File: config.mk
export PLATFORM = sky130hd
export DESIGN_NAME = epid_alu
export DESIGN_NICKNAME = d
export VERILOG_FILES = /design/src/epid_pkg.sv /design/src/epid_alu.sv
export SDC_FILE = /design/constraint.sdc
export NUM_CORES = 2
export LEC_CHECK = 0
export BUFFER_PORTS_ARGS = -buffer_cell sky130_fd_sc_hd__buf_4
export CORE_MARGIN = 1
export CORE_UTILIZATION = 50
export DETAILED_ROUTE_END_ITERATION = 10
export HOLD_SLACK_MARGIN = 0.02
export PLACE_DENSITY = 0.71
export SKIP_CTS_REPAIR_TIMING = 1
export SYNTH_ARGS = -nofsm -noshare
export SYNTH_HDL_FRONTEND = slang
export SYNTH_SLANG_ARGS = --single-unit
File: constraint.sdc
create_clock -name clk -period 11.6 [get_ports clk]
set_clock_uncertainty 0.2 [all_clocks]
set_input_delay 0.58 -clock clk [delete_from_list [all_inputs] [get_ports clk]]
set_output_delay 0.58 -clock clk [all_outputs]
set_load 0.01 [all_outputs]
File: src/epid_pkg.sv
`timescale 1ns / 1ps
// ----------------------------------------------------------------------------
// Enhanced PID package
// Shared types, register indexes, mode bits and saturating helpers for the
// Q16.32 positional PID controller.
// ----------------------------------------------------------------------------
package epid_pkg;

    typedef logic signed [47:0] q48_t;

    typedef enum logic [1:0] {
        ALU_MUL = 2'b01,
        ALU_DIV = 2'b10
    } alu_op_t;

    typedef struct packed {
        logic        start;
        alu_op_t     op;
        logic [47:0] a;
        logic [47:0] b;
    } alu_req_t;

    localparam logic [2:0] REG_GAIN_P    = 3'd0;
    localparam logic [2:0] REG_GAIN_I    = 3'd1;
    localparam logic [2:0] REG_GAIN_D    = 3'd2;
    localparam logic [2:0] REG_OUT_LIMIT = 3'd3;
    localparam logic [2:0] REG_INT_CLAMP = 3'd4;
    localparam logic [2:0] REG_DEAD_BAND = 3'd5;
    localparam logic [2:0] REG_MODE      = 3'd6;
    localparam logic [2:0] REG_DFILT_RC  = 3'd7;

    localparam int MODE_STALL  = 0;
    localparam int MODE_TRAP   = 1;
    localparam int MODE_VAR    = 2;
    localparam int MODE_DMEAS  = 3;
    localparam int MODE_DFILT  = 4;
    localparam int MODE_ICLAMP = 5;
    localparam int MODE_OFILT  = 6;

    localparam logic [47:0] OUT_FRAC_Q  = 48'd4294967;
    localparam logic [47:0] REF_MIN_Q   = 48'd429497;
    localparam logic [9:0]  STALL_LIMIT = 10'd500;
    localparam logic [9:0]  STALL_MAX   = 10'd1023;

    localparam q48_t Q_MAX = 48'sh7FFF_FFFF_FFFF;
    localparam q48_t Q_MIN = 48'sh8000_0000_0000;

    function automatic logic signed [49:0] sx50(input q48_t x);
        sx50 = $signed({{2{x[47]}}, x});
    endfunction

    function automatic q48_t sat50(input logic signed [49:0] v);
        if (v > $signed({2'b00, Q_MAX}))
        begin
            sat50 = Q_MAX;
        end
        else if (v < $signed({2'b11, Q_MIN}))
        begin
            sat50 = Q_MIN;
        end
        else
        begin
            sat50 = v[47:0];
        end
    endfunction

    function automatic logic [47:0] abs48(input q48_t x);
        abs48 = x[47] ? 48'(-x) : x;
    endfunction

    function automatic logic same_sign(input q48_t a, input q48_t b);
        same_sign = (a > 48'sd0 && b > 48'sd0) || (a < 48'sd0 && b < 48'sd0);
    endfunction

endpackage

File: src/epid_alu.sv
`timescale 1ns / 1ps
// ----------------------------------------------------------------------------
// Enhanced PID shared arithmetic unit
// Iterative Q16.32 multiply (three 48x16 partial products) and restoring
// divide (one quotient bit a cycle), both saturating to 48 bits.
// ----------------------------------------------------------------------------
module epid_alu
(
    input  logic               clk,
    input  logic               rst_n,
    input  epid_pkg::alu_req_t req,
    output logic               done,
    output epid_pkg::q48_t     result
);
    import epid_pkg::*;

    typedef enum logic [3:0] {
        A_IDLE = 4'b0001,
        A_MUL  = 4'b0010,
        A_DIV  = 4'b0100,
        A_FIN  = 4'b1000
    } alu_state_t;

    localparam logic [6:0] MUL_LAST = 7'd2;
    localparam logic [6:0] DIV_LAST = 7'd79;

    alu_state_t  state_reg;
    alu_op_t     op_reg;
    logic        neg_reg;
    logic [47:0] ma_reg;
    logic [47:0] mb_reg;
    logic [95:0] acc_reg;
    logic [48:0] q_reg;
    logic [47:0] r_reg;
    logic        ovf_reg;
    logic [6:0]  cnt_reg;
    logic        done_reg;
    q48_t        res_reg;

    logic [47:0] a_mag;
    logic [47:0] b_mag;
    logic [15:0] chunk;
    logic [63:0] pp;
    logic [95:0] pp_sh;
    logic [48:0] r_try;
    logic        r_ge;
    logic [47:0] r_new;
    logic [49:0] q_try;
    logic [63:0] mag;
    q48_t        res_next;

    assign a_mag = abs48(req.a);
    assign b_mag = abs48(req.b);
    assign chunk = mb_reg[{cnt_reg[1:0], 4'b0000} +: 16];
    assign pp    = ma_reg * chunk;
    assign pp_sh = {32'd0, pp} << {cnt_reg[1:0], 4'b0000};
    assign r_try = {r_reg, ma_reg[47]};
    assign r_ge  = r_try >= {1'b0, mb_reg};
    assign r_new = r_ge ? 48'(r_try - {1'b0, mb_reg}) : r_try[47:0];
    assign q_try = {q_reg, r_ge};

    always_comb
    begin
        if (op_reg == ALU_MUL)
        begin
            mag = acc_reg[95:32];
        end
        else if (ovf_reg)
        begin
            mag = '1;
        end
        else
        begin
            mag = {15'd0, q_reg};
        end

        if (op_reg == ALU_DIV && mb_reg == 48'd0)
        begin
            res_next = '0;
        end
        else if (neg_reg)
        begin
            res_next = (mag > 64'h8000_0000_0000) ? Q_MIN : 48'(-mag[47:0]);
        end
        else
        begin
            res_next = (mag > 64'h7FFF_FFFF_FFFF) ? Q_MAX : mag[47:0];
        end
    end

    always_ff @(posedge clk or negedge rst_n)
    begin
        if (!rst_n)
        begin
            state_reg <= A_IDLE;
            op_reg    <= ALU_MUL;
            neg_reg   <= 1'b0;
            ma_reg    <= '0;
            mb_reg    <= '0;
            acc_reg   <= '0;
            q_reg     <= '0;
            r_reg     <= '0;
            ovf_reg   <= 1'b0;
            cnt_reg   <= '0;
            done_reg  <= 1'b0;
            res_reg   <= '0;
        end
        else
        begin
            done_reg <= 1'b0;
            unique case (state_reg)
                A_IDLE:
                begin
                    if (req.start)
                    begin
                        op_reg  <= req.op;
                        acc_reg <= '0;
                        q_reg   <= '0;
                        r_reg   <= '0;
                        ovf_reg <= 1'b0;
                        cnt_reg <= '0;
                        ma_reg  <= a_mag;
                        if (req.op == ALU_MUL)
                        begin
                            mb_reg    <= b_mag;
                            neg_reg   <= req.a[47] ^ req.b[47];
                            state_reg <= A_MUL;
                        end
                        else
                        begin
                            mb_reg    <= req.b;
                            neg_reg   <= req.a[47];
                            state_reg <= A_DIV;
                        end
                    end
                end
                A_MUL:
                begin
                    acc_reg <= acc_reg + pp_sh;
                    cnt_reg <= cnt_reg + 7'd1;
                    if (cnt_reg == MUL_LAST)
                    begin
                        state_reg <= A_FIN;
                    end
                end
                A_DIV:
                begin
                    ma_reg  <= {ma_reg[46:0], 1'b0};
                    r_reg   <= r_new;
                    q_reg   <= q_try[48:0];
                    ovf_reg <= ovf_reg | (q_try > 50'h1_0000_0000_0000);
                    cnt_reg <= cnt_reg + 7'd1;
                    if (cnt_reg == DIV_LAST)
                    begin
                        state_reg <= A_FIN;
                    end
                end
                A_FIN:
                begin
                    res_reg   <= res_next;
                    done_reg  <= 1'b1;
                    state_reg <= A_IDLE;
                end
                default:
                begin
                    state_reg <= A_IDLE;
                end
            endcase
        end
    end

    assign done   = done_reg;
    assign result = res_reg;

endmodule

---- After elaboration in Yosys (flattened, before gate mapping) ----
Cells that the tools add are included.
word-level totals
  word-level logic and storage cells ...... 79
  output and inout bits ................... 49
  input port bits ......................... 101
  register bits ........................... 353
operators by class
  bitwise logic cells ..................... 2
  eq/ne operators ......................... 12
  reductions and logical operators ........ 11
  shifts and indexed selects .............. 2
  order comparisons ....................... 4
  mux-type cells .......................... 29
  add/sub/neg operators ................... 6
  multiply operators ...................... 1
operators with widths
  cell                    number
  $mux W48                10
  $pmux W48 S2            2
  $pmux W96 S2            1
  $neg A48 Y48            3
  $mux W64                2
  $pmux W49 S2            1
  $add A96 B96 Y96        1
  $mux W96                1
  $shl A64 B6 Y96         1
  $gt A64 B47 Y1 const B  1
  $gt A64 B48 Y1 const B  1
  $mul A48 B16 Y64        1
  $gt A50 B49 Y1 const B  1
  $ge A49 B48 Y1          1
  $mux W49                1
  $logic_not A48 Y1       1
  $shiftx A48 B7 Y16      1
  $sub A48 B48 Y48        1
  $pmux W7 S2             1
  $mux W4                 3
  $pmux W4 S3             1
  $reduce_and A2 Y1       4
  $add A7 B1 Y7 const B   1
  $eq A7 B2 Y1 const B    1
  18 further kinds        25

---- Longest topological paths before layout ----
  word-level depth ........................ 6
  gate-level depth with buffers ........... 45
  mapped depth without buffers ............ 40

---- Least setup slack after synthesis ----
OpenSTA, ideal clock, no wires.
  path kind ............................... register to register
  from .................................... register cnt_reg[1]
  to ...................................... register acc_reg[85]
  path buffers ............................ 6
  period minus slack after synthesis ...... 11531 ps
  setup time .............................. 121 ps
  arrival time ............................ 11210 ps
  required time ........................... 11279 ps
  setup slack ............................. 69 ps
  stages on the path, launching flop included .. 40
  path through ............................ dfrtp_1 > clkbuf_1 > clkbuf_1 > clkbuf_1 > mux2i_1 > o22ai_1 > clkbuf_1 > nand2_1 > fa_1 > inv_1 > fa_1 > fa_1 > fa_1 > fa_1 > inv_1 > fa_1 > inv_1 > ha_1 > [4 not listed] > a2111oi_0 > o311ai_0 > and2_1 > o21ba_2 > o31ai_1 > xnor2_1 > mux2_2 > mux2_2 > ha_1 > clkbuf_1 > nand4_1 > a2111o_1 > a211o_1 > a31o_2 > o221ai_1 > a31oi_1 > xnor2_1 > a22o_1
on the way
  longest elaborated chain between the ends .. 5
RTL lines
  item                    RTL line         text
  from (decl)             epid_alu.sv:36   logic [6:0] cnt_reg;
  from (signal assigned)  epid_alu.sv:140  cnt_reg <= cnt_reg + 7'd1;
  from (signal assigned)  epid_alu.sv:152  cnt_reg <= cnt_reg + 7'd1;
  $shiftx A48 B7 Y16      epid_alu.sv:54   assign chunk = mb_reg[{cnt_reg[1:0], 4'b0000} +: 16];
  $mul A48 B16 Y64        epid_alu.sv:55   assign pp = ma_reg * chunk;
  $shl A64 B6 Y96 (*)     epid_alu.sv:56   assign pp_sh = {32'd0, pp} << {cnt_reg[1:0], 4'b0000};
  $add A96 B96 Y96 (*)    epid_alu.sv:139  acc_reg <= acc_reg + pp_sh;
  $pmux W96 S2 (*)        epid_alu.sv:111  unique case (state_reg)
  to (signal assigned)    epid_alu.sv:139
  to (decl)               epid_alu.sv:32   logic [95:0] acc_reg;
Every way passes the cells marked *; elsewhere a longest branch is shown, timed or not.
A chain may end at the register's enable or synchronous reset.

---- Worst setup path after layout ----
  from .................................... register cnt_reg[1]
  to ...................................... register acc_reg[91]
The elaborated chain is that of the path after synthesis.

==> flow_metrics.tcl <==
set metrics [dict create \
    outcome "finished clean" \
    holdPathStages 3 \
    path_max_fanout 19 \
    yosys_warnings 0 \
    r2r-end "acc_reg[91]" \
    worst_pin_slew_ns 1.10 \
    grt_max_degree 106 \
    crit_cells 41 \
    syn-num-nets 7543 \
    fin_crit_ns 11.19 \
    mostFrequentLayoutCells "nand2_1, inv_1, fa_1" \
    synthDistinctLibCells 82 \
    synth_top_family_by_area "adder cells" \
    cp_data_arrival_time_ns 11.59 \
    drt-initial-drc-count 4429 \
    drt_pass1_iterations 6 \
    antenna_found_initial 1 \
    setup_slack_ns 0.411 \
    clk_latency_ns 0.66 \
    synth_compound_area_frac 0.162 \
    routed_wl_um 166000 \
    coreArea_um2 104000 \
    cts.sinks 353 \
    synth_edf_count 0 \
    cp_top_family "adder cells" \
    cts_root_buffer "clkbuf_16" \
    use_met1 0.442 \
    multi_input_area_um2 39500 \
    grt_most_used_layer "met2" \
    syn_area_um2 52500 \
    setup-tns-final_ns 0 \
    timing.critical_path.mode_cell "fa_1" \
    largest_reg_flops 96 \
    slowest_stage "fa_1" \
    area_growth_pct 9.19 \
    cts_made_buffers 45 \
    grt_use_met2 0.482 \
    reg2reg_slack_ns 0.41 \
    use_met3 0.0677 \
    hp-class "input port to flip-flop" \
    synth-main-ff-cell "dfrtp_1" \
    io_pins 150 \
    finalSetupViolations 0 \
    worstReg2RegStart "cnt_reg[1]" \
    dieArea_um2 106000 \
    regArea_um2 8840 \
    maxSlewViolCount 0 \
    start_util 0.505 \
    num-nets-final 7516 \
    crit_type "flip-flop to flip-flop" \
    fin_hold_ws_ns 0.0265 \
    io_buffers 149 \
    drtAntennaViolNets 0 \
    grt_pass1_vias 47054 \
    grt_use_total 0.315 \
    n_antenna_cell 0 \
    grt_pass1_wl_um 266000 \
    holdPathEnd "ma_reg[38]" \
    slew_headroom 0.261 \
    dieHeight_um 326 \
    cp-end-kind "flip-flop" \
    synth.mux.area_fraction 0.0197 \
    rsz0062_at_grt "true" \
    final_cells 7896 \
    synth_area_leader_cell "fa_1" \
    path_buf_inv 9 \
    fmax_ghz 0.0894 \
    hold_path.startpoint "req[86]" \
    drc 0 \
    place_hpwl_um 128000 \
    rows 118 \
    clk_path_buf_depth 3 \
    required_ns 12.00 \
    syn_avg_cell_area_um2 8.06 \
    die_w_um 326 \
    yosys.area_share.adder 0.315 \
    start_kind "flip-flop" \
    cpPeakStageDelay_ns 0.56 \
    ys_top_cells_by_area "fa_1, dfrtp_1, nand2_1, ha_1, inv_1" \
    synth-simple-area-share 0.193 \
    clkTransAtPathRegs_ns 0.06 \
    dpl.cell_count 7791 \
    routabilityCongestion 1.00 \
    synth_xor_area_frac 0.0533 \
    ys_async_sr_fraction 1.00 \
    cap_viol_max_count 0 \
    vias 46627 \
    place_worst_setup_slack_ns -0.211 \
    grt-ovfl-total 0 \
    cts_tree "done" \
    synth-seq-cells 353 \
    period_share 0.965 \
    yosysTopAreaCellShare 0.246 \
    vias_per_cell 5.91 \
    wl_per_cell_um 21.0 \
    reg2reg_depth 41 \
    n_fill_cell 9653 \
    hold_violations 0 \
    htree_num_levels 2 \
    layout_commonest_cell "nand2_1" \
    drive_gt1_frac 0.0773 \
    yosysSeqAreaShare 0.168 \
    synthCells 6507 \
]
[how the worst max path moves through the flow]
stage / start / endpoint
global placement: cnt_reg[0] / acc_reg[92]
finish: cnt_reg[1] / acc_reg[91]
global route: cnt_reg[0] / acc_reg[92]
detailed placement: cnt_reg[1] / acc_reg[92]
floorplan: cnt_reg[1] / acc_reg[85]
CTS: cnt_reg[1] / acc_reg[92]
[cells by family after synthesis]
family,after synthesis
buf+inv,1231
flops,353
mux,102
fa+ha+maj,935
xor+xnor,319
compound gates,1377
simple gates,2190
[synth_stat cells, drive strengths merged (10+ instances only)]
| library cell | count |
|---|---|
| nand3 | 124 |
| a22oi | 55 |
| a21o | 113 |
| ha | 291 |
| nor3 | 70 |
| a221oi | 11 |
| inv | 844 |
| o21ai | 445 |
| o31ai | 41 |
| o21a | 31 |
| o22ai | 33 |
| a31oi | 25 |
| a211oi | 32 |
| nand4 | 83 |
| or4 | 13 |
| nand2b | 28 |
| buf | 38 |
| mux2i | 92 |
| o41ai | 12 |
| fa | 644 |
| a21boi | 11 |
| nor4 | 44 |
| mux2 | 10 |
| and3 | 27 |
| or3 | 47 |
| o21bai | 57 |
| clkbuf | 348 |
| dfrtp | 351 |
| a21oi | 364 |
| xor2 | 149 |
| nand3b | 11 |
| xnor2 | 170 |
| a22o | 38 |
| nor4b | 10 |
| o211ai | 23 |
| nand2 | 1099 |
| nor2b | 31 |
| and2 | 268 |
| or2 | 22 |
| nor2 | 288 |
[metrics by stage]
stage          area [um2]   util
4_1_cts             56800  0.547
3_5_place_dp        55200  0.532
3_3_place_gp        55200  0.532
6_report            57300  0.552
5_1_grt             57300  0.552
2_1_floorplan       52500      -
[area by class of cell]
class	count	area share
repair buffers	310	0.0432
multi-input cells	4925	0.690
inverters	845	0.0554
well taps	1380	0.0301
clock buffers	62	0.0223
flip-flops and latches	353	0.154
clock inverters	21	0.00496
[tightest hold or removal path, delay by kind of cell]
kind / cells / cell delay, ns
compound gates: 1 / 0.06
xor+xnor: 1 / 0.10
buf+inv: 1 / 0.09
[layer usage]
metal	wire length [um]	vias up
met1	71900	23049
met3	14100	356
met4	6040	2
li1	-	21279
met5	9	-
met2	73400	1941
Power is left out: the tool's default activity adds up to more than one toggle a clock period on the data nets, which glitch-free logic cannot reach.
